==> src/assert_macros.svh <==
// ----------------------------------------------------------------------------
// assert_macros
// Assertion helpers shared by the RTL files.
// ----------------------------------------------------------------------------
`ifndef ASSERT_MACROS_SVH
`define ASSERT_MACROS_SVH

// Implication checked on every rising edge, off while reset is held.
`define ASSERT_IMPL(label, pre, post, msg) \
    label: assert property (@(posedge i_clk) disable iff (!i_rst_n) (pre) |-> (post)) \
        else $error(msg);

// Same, with the consequent checked in the next cycle.
`define ASSERT_NEXT(label, pre, post, msg) \
    label: assert property (@(posedge i_clk) disable iff (!i_rst_n) (pre) |=> (post)) \
        else $error(msg);

`endif

==> src/tma_pkg.sv <==
// ----------------------------------------------------------------------------
// tma_pkg
// Shared types and constants for the trailing moving average block.
// ----------------------------------------------------------------------------
`default_nettype none

package tma_pkg;

    // width of the window_size register
    localparam int WIN_W = 7;

    // shared adder operation
    typedef enum logic {
        ALU_ADD = 1'b0,
        ALU_SUB = 1'b1
    } t_alu_op;

endpackage

`default_nettype wire

==> src/tma_alu.sv <==
// ----------------------------------------------------------------------------
// tma_alu
// Shared add/subtract unit used for accumulate, negate and divide steps.
// ----------------------------------------------------------------------------
`default_nettype none

module tma_alu #(
    parameter int W = 24
) (
    input  tma_pkg::t_alu_op i_op,
    input  logic [W-1:0]     i_a,
    input  logic [W-1:0]     i_b,
    output logic [W-1:0]     o_sum
);
    import tma_pkg::*;

    logic [W-1:0] w_b;

    assign w_b   = (i_op == ALU_SUB) ? ~i_b : i_b;
    assign o_sum = i_a + w_b + W'(i_op == ALU_SUB);

endmodule

`default_nettype wire

==> src/tma_ring.sv <==
// ----------------------------------------------------------------------------
// tma_ring
// Sample history: one write port, one read port with registered data.
// ----------------------------------------------------------------------------
`default_nettype none

module tma_ring #(
    parameter int DEPTH = 64,
    parameter int WIDTH = 16,
    parameter int AW    = 6
) (
    input  logic             i_clk,
    input  logic             i_wr_en,
    input  logic [AW-1:0]    i_wr_addr,
    input  logic [WIDTH-1:0] i_wr_data,
    input  logic             i_rd_en,
    input  logic [AW-1:0]    i_rd_addr,
    output logic [WIDTH-1:0] o_rd_data
);
    logic [WIDTH-1:0] r_mem [DEPTH];
    logic [WIDTH-1:0] r_rd_data;

    always_ff @(posedge i_clk) begin
        if (i_wr_en) begin
            r_mem[i_wr_addr] <= i_wr_data;
        end
    end

    always_ff @(posedge i_clk) begin
        if (i_rd_en) begin
            r_rd_data <= r_mem[i_rd_addr];
        end
    end

    assign o_rd_data = r_rd_data;

endmodule

`default_nettype wire

==> src/trailing_moving_average.sv <==
// ----------------------------------------------------------------------------
// trailing_moving_average
// Streaming trailing mean of signed samples, one shared adder under a sequencer.
//   Input channel (i_valid / o_stall): i_sample, i_first_of_sequence. An item
//   is taken when i_valid is high and o_stall is low; o_stall stays high while
//   an item is being worked on.
//   Output channel (o_valid / i_stall): o_average from an output register, so a
//   new item may be taken while the last result still waits.
//   i_cfg_we / i_cfg_wdata write window_size (reset value 1); the user must
//   write it only while idle, the block does not enforce this. A zero window
//   takes items and drops them: no result, no change of state.
//   Steps: with n = min(fill, window), n history reads go through the one read
//   port and the shared adder, then one restoring divide step per sum bit on
//   that adder. o_valid rises as the sequencer returns to idle, where the next
//   item can be taken. If the previous result is still stalled when a new one
//   is ready, the sequencer waits in its last state and o_stall stays high.
//   Reset (sync, active low) clears pointer and fill count and sets the window
//   to 1; history is not cleared, only entries of the current sequence are read.
// ----------------------------------------------------------------------------
`default_nettype none

module trailing_moving_average #(
    parameter int MAX_WINDOW   = 64,
    parameter int SAMPLE_WIDTH = 16
) (
    input  logic                           i_clk,
    input  logic                           i_rst_n,
    // config
    input  logic                           i_cfg_we,
    input  logic [tma_pkg::WIN_W-1:0]      i_cfg_wdata,
    // input channel
    input  logic                           i_valid,
    output logic                           o_stall,
    input  logic signed [SAMPLE_WIDTH-1:0] i_sample,
    input  logic                           i_first_of_sequence,
    // output channel
    output logic                           o_valid,
    input  logic                           i_stall,
    output logic signed [SAMPLE_WIDTH-1:0] o_average
);
    import tma_pkg::*;

`include "assert_macros.svh"

    // sizes
    localparam int PTR_W  = (MAX_WINDOW > 1) ? $clog2(MAX_WINDOW) : 1;
    localparam int CNT_W  = $clog2(MAX_WINDOW + 1);
    localparam int SUM_W  = SAMPLE_WIDTH + CNT_W;
    localparam int ALU_W  = SUM_W + 1;
    localparam int DCNT_W = $clog2(SUM_W + 1);
    localparam int CMP_W  = (CNT_W > WIN_W) ? CNT_W : WIN_W;
    localparam int AD_W   = CNT_W + 1;

    // sequencer states
    localparam logic [2:0] ST_IDLE = 3'd0;
    localparam logic [2:0] ST_SUM  = 3'd1;  // read history, accumulate
    localparam logic [2:0] ST_ABS  = 3'd2;  // sum to magnitude
    localparam logic [2:0] ST_DIV  = 3'd3;  // restoring divide, one bit/cycle
    localparam logic [2:0] ST_SGN  = 3'd4;  // restore sign of quotient
    localparam logic [2:0] ST_FIN  = 3'd5;  // load output register

    logic [2:0]        r_state;
    logic [WIN_W-1:0]  r_win;
    logic [PTR_W-1:0]  r_wp;
    logic [CNT_W-1:0]  r_fill;
    logic [CNT_W-1:0]  r_n;
    logic [CNT_W-1:0]  r_iss;
    logic              r_iss_done;
    logic              r_rd_vld;
    logic [SUM_W-1:0]  r_acc;
    logic [CNT_W:0]    r_rem;
    logic [DCNT_W-1:0] r_dcnt;
    logic              r_neg;
    logic              r_ovld;
    logic [SAMPLE_WIDTH-1:0] r_avg;

    logic              w_accept;
    logic              w_take;
    logic [PTR_W-1:0]  n_wp;
    logic [CNT_W-1:0]  n_fill;
    logic [CMP_W-1:0]  w_win_sat;
    logic [CNT_W-1:0]  n_n;
    logic              w_issue;
    logic [AD_W-1:0]   w_wp_ext;
    logic [AD_W-1:0]   w_k_ext;
    logic [AD_W-1:0]   w_rd_addr_ext;
    logic [PTR_W-1:0]  w_rd_addr;
    logic [SAMPLE_WIDTH-1:0] w_rd_data;
    logic [CNT_W:0]    w_rem_sh;
    logic              w_borrow;
    logic              w_out_free;

    t_alu_op           w_op;
    logic [ALU_W-1:0]  w_a;
    logic [ALU_W-1:0]  w_b;
    logic [ALU_W-1:0]  w_res;

    assign o_stall   = (r_state != ST_IDLE);
    assign o_valid   = r_ovld;
    assign o_average = r_avg;

    assign w_accept  = i_valid && (r_state == ST_IDLE);
    assign w_take    = w_accept && (r_win != '0);   // zero window drops it

    // ring pointer and fill count after this sample
    assign n_wp = (r_wp == PTR_W'(MAX_WINDOW - 1)) ? '0 : r_wp + 1'b1;

    always_comb begin
        if (i_first_of_sequence) begin
            n_fill = CNT_W'(1);
        end else if (r_fill < CNT_W'(MAX_WINDOW)) begin
            n_fill = r_fill + 1'b1;
        end else begin
            n_fill = r_fill;
        end
    end

    // samples to average: min(fill, saturated window)
    assign w_win_sat = (CMP_W'(r_win) > CMP_W'(MAX_WINDOW)) ? CMP_W'(MAX_WINDOW)
                                                            : CMP_W'(r_win);
    assign n_n = (CMP_W'(n_fill) < w_win_sat) ? n_fill : w_win_sat[CNT_W-1:0];

    // history read address: wp - k, modulo the ring depth
    assign w_issue  = (r_state == ST_SUM) && !r_iss_done;
    assign w_wp_ext = AD_W'(r_wp);
    assign w_k_ext  = AD_W'(r_iss);
    assign w_rd_addr_ext = (w_k_ext > w_wp_ext) ? w_wp_ext + AD_W'(MAX_WINDOW) - w_k_ext
                                                : w_wp_ext - w_k_ext;
    assign w_rd_addr = w_rd_addr_ext[PTR_W-1:0];

    tma_ring #(
        .DEPTH (MAX_WINDOW),
        .WIDTH (SAMPLE_WIDTH),
        .AW    (PTR_W)
    ) u_ring (
        .i_clk     (i_clk),
        .i_wr_en   (w_take),
        .i_wr_addr (r_wp),
        .i_wr_data (i_sample),
        .i_rd_en   (w_issue),
        .i_rd_addr (w_rd_addr),
        .o_rd_data (w_rd_data)
    );

    // operand select for the shared adder
    assign w_rem_sh = {r_rem[CNT_W-1:0], r_acc[SUM_W-1]};

    always_comb begin
        unique case (r_state) inside
            ST_SUM: begin
                w_op = ALU_ADD;
                w_a  = ALU_W'($signed(r_acc));
                w_b  = ALU_W'($signed(w_rd_data));
            end
            ST_DIV: begin
                w_op = ALU_SUB;
                w_a  = ALU_W'(w_rem_sh);
                w_b  = ALU_W'(r_n);
            end
            ST_ABS, ST_SGN: begin
                w_op = ALU_SUB;
                w_a  = '0;
                w_b  = ALU_W'($signed(r_acc));
            end
            default: begin
                w_op = ALU_ADD;
                w_a  = '0;
                w_b  = '0;
            end
        endcase
    end

    tma_alu #(
        .W (ALU_W)
    ) u_alu (
        .i_op  (w_op),
        .i_a   (w_a),
        .i_b   (w_b),
        .o_sum (w_res)
    );

    assign w_borrow   = w_res[ALU_W-1];
    assign w_out_free = !r_ovld || !i_stall;

    // config register
    always_ff @(posedge i_clk) begin
        if (!i_rst_n) begin
            r_win <= WIN_W'(1);
        end else if (i_cfg_we) begin
            r_win <= i_cfg_wdata;
        end
    end

    // sequencer and control state
    always_ff @(posedge i_clk) begin
        if (!i_rst_n) begin
            r_state    <= ST_IDLE;
            r_wp       <= '0;
            r_fill     <= '0;
            r_iss_done <= 1'b0;
            r_rd_vld   <= 1'b0;
            r_ovld     <= 1'b0;
        end else begin
            // output register: set when a result is loaded, cleared once taken
            if ((r_state == ST_FIN) && w_out_free) begin
                r_ovld <= 1'b1;
            end else if (!i_stall) begin
                r_ovld <= 1'b0;
            end
            r_rd_vld <= w_issue;
            unique case (r_state)
                ST_IDLE: begin
                    if (w_take) begin
                        r_wp       <= n_wp;
                        r_fill     <= n_fill;
                        r_iss_done <= 1'b0;
                        r_state    <= ST_SUM;
                    end
                end
                ST_SUM: begin
                    if (w_issue && (r_iss == r_n)) begin
                        r_iss_done <= 1'b1;
                    end
                    if (r_iss_done && !r_rd_vld) begin
                        r_state <= ST_ABS;
                    end
                end
                ST_ABS: begin
                    r_state <= ST_DIV;
                end
                ST_DIV: begin
                    if (r_dcnt == DCNT_W'(1)) begin
                        r_state <= ST_SGN;
                    end
                end
                ST_SGN: begin
                    r_state <= ST_FIN;
                end
                ST_FIN: begin
                    if (w_out_free) begin
                        r_state <= ST_IDLE;
                    end
                end
                default: begin
                    r_state <= ST_IDLE;
                end
            endcase
        end
    end

    // datapath registers
    always_ff @(posedge i_clk) begin
        case (r_state)
            ST_IDLE: begin
                if (w_take) begin
                    r_n   <= n_n;
                    r_iss <= CNT_W'(1);
                    r_acc <= '0;
                end
            end
            ST_SUM: begin
                if (w_issue && (r_iss != r_n)) begin
                    r_iss <= r_iss + 1'b1;
                end
                if (r_rd_vld) begin
                    r_acc <= w_res[SUM_W-1:0];
                end
            end
            ST_ABS: begin
                r_neg  <= r_acc[SUM_W-1];
                if (r_acc[SUM_W-1]) begin
                    r_acc <= w_res[SUM_W-1:0];
                end
                r_rem  <= '0;
                r_dcnt <= DCNT_W'(SUM_W);
            end
            ST_DIV: begin
                r_rem  <= w_borrow ? w_rem_sh : w_res[CNT_W:0];
                r_acc  <= {r_acc[SUM_W-2:0], !w_borrow};
                r_dcnt <= r_dcnt - 1'b1;
            end
            ST_SGN: begin
                if (r_neg) begin
                    r_acc <= w_res[SUM_W-1:0];
                end
            end
            ST_FIN: begin
                if (w_out_free) begin
                    r_avg <= r_acc[SAMPLE_WIDTH-1:0];
                end
            end
            default: begin
            end
        endcase
    end

    // checks
    `ASSERT_IMPL(a_iss_range, r_state == ST_SUM, (r_iss <= r_n) && (r_n != '0), "bad read count")
    `ASSERT_IMPL(a_rem_range, r_state == ST_DIV, r_rem < {1'b0, r_n}, "remainder too large")
    `ASSERT_NEXT(a_take_seq, w_take, r_state == ST_SUM, "accepted item did not start summing")

endmodule

`default_nettype wire

==> config.mk <==
export PLATFORM = sky130hd
export DESIGN_NAME = trailing_moving_average
export DESIGN_NICKNAME = d
export VERILOG_FILES = /design/src/tma_pkg.sv /design/src/tma_alu.sv /design/src/tma_ring.sv /design/src/trailing_moving_average.sv
export VERILOG_INCLUDE_DIRS = /design/src /design/src/src
export SDC_FILE = /design/constraint.sdc
export NUM_CORES = 1
export LEC_CHECK = 0
export ABC_AREA = 1
export BUFFER_PORTS_ARGS = -buffer_cell sky130_fd_sc_hd__buf_2
export CORE_MARGIN = 5
export CORE_UTILIZATION = 39
export DETAILED_ROUTE_END_ITERATION = 7
export GPL_TIMING_DRIVEN = 0
export SYNTH_ARGS = -nofsm -noshare
export SYNTH_HDL_FRONTEND = slang
export SYNTH_SLANG_ARGS = --single-unit
==> constraint.sdc <==
create_clock -name i_clk -period 8.15 [get_ports i_clk]
set_input_delay 1.63 -clock i_clk [delete_from_list [all_inputs] [get_ports i_clk]]
set_output_delay 1.63 -clock i_clk [all_outputs]
set_load 0.02 [all_outputs]
# Word-level counts from Yosys, hierarchy flattened
# Memories as Yosys holds them, arrays and structs flattened. A register that Yosys moved wholly into a read port is not among the register bits.
# Index checks and enable logic that the tools add are counted.
# totals
ff_bits	92
mem_bits_rw	1024
inputBits	29
word_cells	110
mem_count	1
# op_classes
n_addsub	9
n_lt_le_gt_ge	4
eq_ne	19
mux	33
bitwise_logic	1
reduce_logical	28
# memory_table
name	words	word_bits	read_ports	rd_clocked_by_memory_dff	write_ports	line_no	source
u_ring.r_mem	64	16	1	1	1	tma_ring.sv:20	logic [WIDTH-1:0] r_mem [DEPTH];
# ops
op	n
23-bit one-hot mux with 5 select lines	1
23-bit 2-to-1 mux	4
24-bit one-hot mux with 3 select lines	1
7-bit 2-to-1 mux	7
24-bit one-hot mux with 2 select lines	1
7-bit one-hot mux with 2 select lines	2
24-bit by 1-bit adder with 24-bit output	1
24-bit adder	1
24-bit 2-to-1 mux	1
24-bit inverter	1
3-bit one-hot mux with 6 select lines	1
7-bit by 1-bit adder with 7-bit output (second input constant)	2
6-bit by 1-bit adder with 6-bit output (second input constant)	2
3-bit 2-to-1 mux	4
6-bit 2-to-1 mux	2
2-bit by 1-bit != test with 1-bit output (second input constant)	6
6-bit subtractor	2
5-bit one-hot mux with 2 select lines	1
2-bit != test (second input constant)	4
4-bit AND reduction	2
7-bit == test	1
7-bit by 6-bit greater-than comparator with 1-bit output	1
7-bit greater-than comparator (second input constant)	1
1-bit logical AND	7
23 further kinds	38

# Longest topological paths before layout
# depth
word_depth	9
mapped_depth	20
ltp_nobuf	20

# Modules after synthesis
# Synthesis repeated with hierarchy kept, for this count alone.
# unflattened
cells_unflattened	4453
area_unflattened_um2	49188.4
# modules_own_cells
module	instances	cells_each	area_per_inst_um2
tma_ring	1	3517	42259.3
trailing_moving_average	1	575	5039.8
tma_alu	1	361	1889.3

# Worst setup path before layout
# OpenSTA, ideal clock, no wires.
# synth_path
path_type	input to register
start	in i_valid
end	mem u_ring.r_mem[15][0], enable pin
arrival_ns	3.397
slack_ns	4.344
stages	6
cell_sequence	nand3_2 > nor2_2 > nand3_2 > nor2_1 > inv_1 > nor3_1
# synth_via
elab_chain_cells	4
# synth_lines
item	line_no	source
start, declared	trailing_moving_average.sv:32	input logic i_valid,
1-bit logical AND	trailing_moving_average.sv:102	assign w_accept = i_valid && (r_state == ST_IDLE);
1-bit logical AND	trailing_moving_average.sv:103	assign w_take = w_accept && (r_win != '0);
1-bit 2-to-1 mux	tma_ring.sv:24	if (i_wr_en) begin
1-bit 2-to-1 mux (implied by the code)	tma_ring.sv:25	r_mem[i_wr_addr] <= i_wr_data;
end, declared	tma_ring.sv:20	
# Every way passes these cells.

# Worst setup path after layout
# layout_path
start	reg r_iss[0]
end	reg u_ring.r_rd_data[3] (netlist: u_ring.o_rd_data[3]), read port of u_ring.r_mem, data pin
# layout_via
elab_chain_cells	2
word_cells_on_any_way	4
classes_between	add/sub: 2; order compare: 1; mux: 1
# layout_lines
item	line_no	source
start, declared	trailing_moving_average.sv:67	logic [CNT_W-1:0] r_iss;
start signal, assigned	trailing_moving_average.sv:263	r_iss <= r_iss + 1'b1;
6-bit subtractor (tied with other cells)	trailing_moving_average.sv:128	: w_wp_ext - w_k_ext;
6-bit 2-to-1 mux *	trailing_moving_average.sv:127	assign w_rd_addr_ext = (w_k_ext > w_wp_ext) ? w_wp_ext + AD_W'(MAX_WINDOW) - w_k_ext
end, declared	tma_ring.sv:21	logic [WIDTH-1:0] r_rd_data;
# Every way passes the cells marked *; elsewhere a longest branch is shown, timed or not.
# A chain may end at the register's enable or synchronous reset.

==> results.md <==
* Number of non-filler instances in the completed layout at 5537
* Routability congestion estimate from global placement at about 0.96
* Post-synthesis instance area at between 40000 and 50000 sq um
* Post-synth net total at between 3000 and 4000
* Area of the die at roughly 130000 sq um
* Synth top area cells: sky130_fd_sc_hd__edfxtp_1 (71%), sky130_fd_sc_hd__o21ai_0 (6.4%), sky130_fd_sc_hd__nor2_1 (5.4%)
* Row count at ~130
* Number of distinct library cells after synthesis at 47
* Crit path kind: reg -> reg
* Status: complete, no violations
* Tot GR Track Use at 23.1%
* Total of fill cells in the finished design at between 10000 and 15000
* Clock skew at 0.0264 ns
* Post-CTS repair timing setup buffer count at 0
* Fraction of post-synthesis cell area in the top cell type by area at about 70%
* Worst rel slew slack at 7.17%
* Depth of the CTS H-tree at 3
* Type of destination of the critical path: register
* Initial antenna violation count at 4
* Register-to-register setup slack at between 2 and 3 ns
* Vertical die dimension at approximately 360 um
* Number of port buffers at 45
* Cells resized by post-CTS repair at 0
* Path type of the worst min-delay path: reg -> reg
* Final antenna diode count at 0
* Global-route wire length before repair at approximately 210 mm
* Total CTS buffers at 116
* Final total negative setup slack at 0 ns
* Number of vias in the routed layout at roughly 33000
* Post-synthesis register bit count at ~1100
* Layout-stage area growth over the synthesis result at 15.7%
* Nature of the critical path startpoint: register
* Width of the die at 355 um
* Core box area at roughly 120000 sq um
* Hold wc startpoint: r_acc[4]
* Final setup vio count at 0
* Critical path peak fanout at 10
* Number of sinks driven by the clock tree at ~1100
* Number of maximum-capacitance constraint violations at 0
* Initial Utilization at 39.3%
* Launch point of the worst reg-to-reg path: r_iss[0]
* Critical Path RT at between 8 and 9 ns
* Data arrival time at the worst-slack endpoint at about 5.8 ns
* Cell total after placement at ~5300
* Per-instance average area after synthesis at 12.7 sq um
* Number of global-route vias before repair at ~31000
* Worst r2r dst: u_ring.o_rd_data[3]
* Max-slew violations at 0
* Measured slew at the worst slew-check pin at ~1.4 ns
* Number of enable-type register cells in the synthesized netlist at around 1100
* Proportion of layout cells with a drive suffix above 1 at 10.4%
* Detailed-routing iteration count for the pre-antenna-repair pass at 7
* Initial detailed-routing violation count at 4885
* Hold-fix buffer count after cts at 0
* Post-DP HPWL at 100 mm
* Total count of hold-check failures in the final report at 0
* Clock tree from TritonCTS: built
* Highest attainable clock frequency at about 190 MHz
* Proportion of synthesized chip area in sequential cells at between 70% and 80%
* Share of the clock period used by the worst path after layout at 65.1%
* Routed len/inst at ~27 um
* Sum of overflow across all layers after global routing at 0
* Yosys warning total at 0
* Cell area after placement at around 50000 sq um
* Cell accounting for the most synthesized area: sky130_fd_sc_hd__edfxtp_1
* Total non-filler cell area in the finished layout at between 50000 and 60000 sq um
* Clock transition at the registers of the reported paths at roughly 0.070 ns
* Clock tree buffer depth at 3
* Worst hold path endpoint: o_average[4]
* Skew-Pair Late Insertion Delay at ~0.73 ns
* Min Tclk post-route at around 5.3 ns
* Number of antenna-violating nets in the routed design at 0
* Maximum number of pins on one net before global-route repair at 65
* Remaining routing DRC violations at 0
* RSZ-0062 raised after global routing: no
* Mapped Cells at roughly 3700
* Ports placed on the boundary at 47
* Cell count of the worst reg-to-reg path at 12
* Aggregate routed wire length at approximately 150 mm
* Main synth FF type: sky130_fd_sc_hd__edfxtp_1
* Number of instances on the worst hold path at 0
* CTS Root Buffer Type: sky130_fd_sc_hd__clkbuf_16
* Fraction of registers with async set/reset at 0%
* Number of nets in the layout at between 3000 and 4000
* Via density at slightly below 6
[kinds of logic (layout without fill, tap and decap cells)]
logic type	after synthesis	in the layout	share of synthesized area, %
xor+xnor	28	28	0.527
flops	1132	1132	72.5
simple gates	1066	1066	9.34
fa+ha+maj	40	40	1.11
buf+inv	341	669	2.93
compound gates	1066	1066	13.6
[final cells by class]
cell class / count / area [sq um] / area share, %
tap: 1536 / 1920 / 3.57
clock inverter: 87 / 843 / 1.57
buffer: 236 / 970 / 1.80
inverter: 105 / 394 / 0.732
multi-input combinational: 2200 / 11600 / 21.5
sequential: 1132 / 33700 / 62.7
timing repair buffer: 107 / 1380 / 2.56
clock buffer: 134 / 2990 / 5.56
[sequential cells by signal, indices dropped and copies added, names as in the netlist, 3 cells and up]
register          flops
r_rem                 7
r_state               3
r_wp                  6
r_iss                 7
o_average            16
u_ring.r_mem       1024
r_fill                7
u_ring.o_rd_data     16
r_dcnt                5
r_n                   7
r_win                 7
r_acc                23
[layout by cell type, fill, tap and decap left out, types with 38 or more instances in the layout]
cell type	instances
sky130_fd_sc_hd__edfxtp_1	1106
sky130_fd_sc_hd__nand3_1	124
sky130_fd_sc_hd__o21ai_0	591
sky130_fd_sc_hd__ha_1	38
sky130_fd_sc_hd__nor2_1	609
sky130_fd_sc_hd__clkbuf_16	117
sky130_fd_sc_hd__inv_1	96
sky130_fd_sc_hd__clkbuf_1	191
sky130_fd_sc_hd__buf_2	74
sky130_fd_sc_hd__o22ai_1	79
sky130_fd_sc_hd__nand2_1	221
sky130_fd_sc_hd__nor2_2	64
sky130_fd_sc_hd__a31oi_1	46
sky130_fd_sc_hd__a21oi_1	94
sky130_fd_sc_hd__o221ai_1	194
[cell usage after synthesis (11+ instances only)]
cell type / count
sky130_fd_sc_hd__a21oi_1: 95
sky130_fd_sc_hd__a22oi_1: 14
sky130_fd_sc_hd__a31oi_1: 46
sky130_fd_sc_hd__buf_1: 13
sky130_fd_sc_hd__buf_2: 39
sky130_fd_sc_hd__clkbuf_1: 175
sky130_fd_sc_hd__dfxtp_1: 26
sky130_fd_sc_hd__edfxtp_1: 1106
sky130_fd_sc_hd__ha_1: 38
sky130_fd_sc_hd__inv_1: 96
sky130_fd_sc_hd__nand2_1: 221
sky130_fd_sc_hd__nand3_1: 124
sky130_fd_sc_hd__nor2_1: 672
sky130_fd_sc_hd__nor3_1: 11
sky130_fd_sc_hd__o21ai_0: 591
sky130_fd_sc_hd__o21ai_1: 24
sky130_fd_sc_hd__o221ai_1: 194
sky130_fd_sc_hd__o22ai_1: 79
sky130_fd_sc_hd__xnor2_1: 15
sky130_fd_sc_hd__xor2_1: 13
[per-layer routing]
metal,vias to the layer above,wire [um],global-route usage [%]
li1,14247,-,-
met1,16096,60300,32.5
met2,1970,66100,35.1
met3,313,17200,5.44
met4,4,6540,9.14
met5,-,31,0
[worst max-delay path, cell delays in order (launching register included)]
cell and delay [ns]:
sky130_fd_sc_hd__edfxtp_1 0.50, sky130_fd_sc_hd__ha_1 0.23, sky130_fd_sc_hd__inv_1 0.08, sky130_fd_sc_hd__fa_1 0.61, sky130_fd_sc_hd__inv_1 0.19, sky130_fd_sc_hd__clkbuf_1 0.90, sky130_fd_sc_hd__clkbuf_1 0.69, sky130_fd_sc_hd__o21ai_0 0.23
sky130_fd_sc_hd__o221ai_1 0.33, sky130_fd_sc_hd__a31oi_1 0.31, sky130_fd_sc_hd__a22oi_1 0.52, sky130_fd_sc_hd__nand2_1 0.18, sky130_fd_sc_hd__o21ai_1 0.27
[how the worst max path moves through the flow]
stage                         from                    to
after global placement     i_valid  u_ring.r_mem[15][14]
after floorplan            i_valid   u_ring.r_mem[15][0]
after CTS                 r_iss[0]   u_ring.o_rd_data[5]
after global routing      r_iss[0]   u_ring.o_rd_data[5]
after detailed placement  r_iss[0]   u_ring.o_rd_data[5]
final                     r_iss[0]   u_ring.o_rd_data[3]
[metrics by stage]
| step | util [%] | hold WS, ns | setup slack [ns] |
|---|---|---|---|
| floorplan | - | 0.426 | 4.34 |
| global placement | 41.2 | 0.434 | 2.79 |
| detailed placement | 42.2 | 0.435 | 3.14 |
| CTS | 45.5 | 0.454 | 3.10 |
| global route | 45.5 | 0.468 | 3.03 |
| finish | 45.5 | 0.449 | 2.84 |
Power is not shown: default switching activity piles up to over one toggle a cycle in this logic, so the estimate is an artifact.
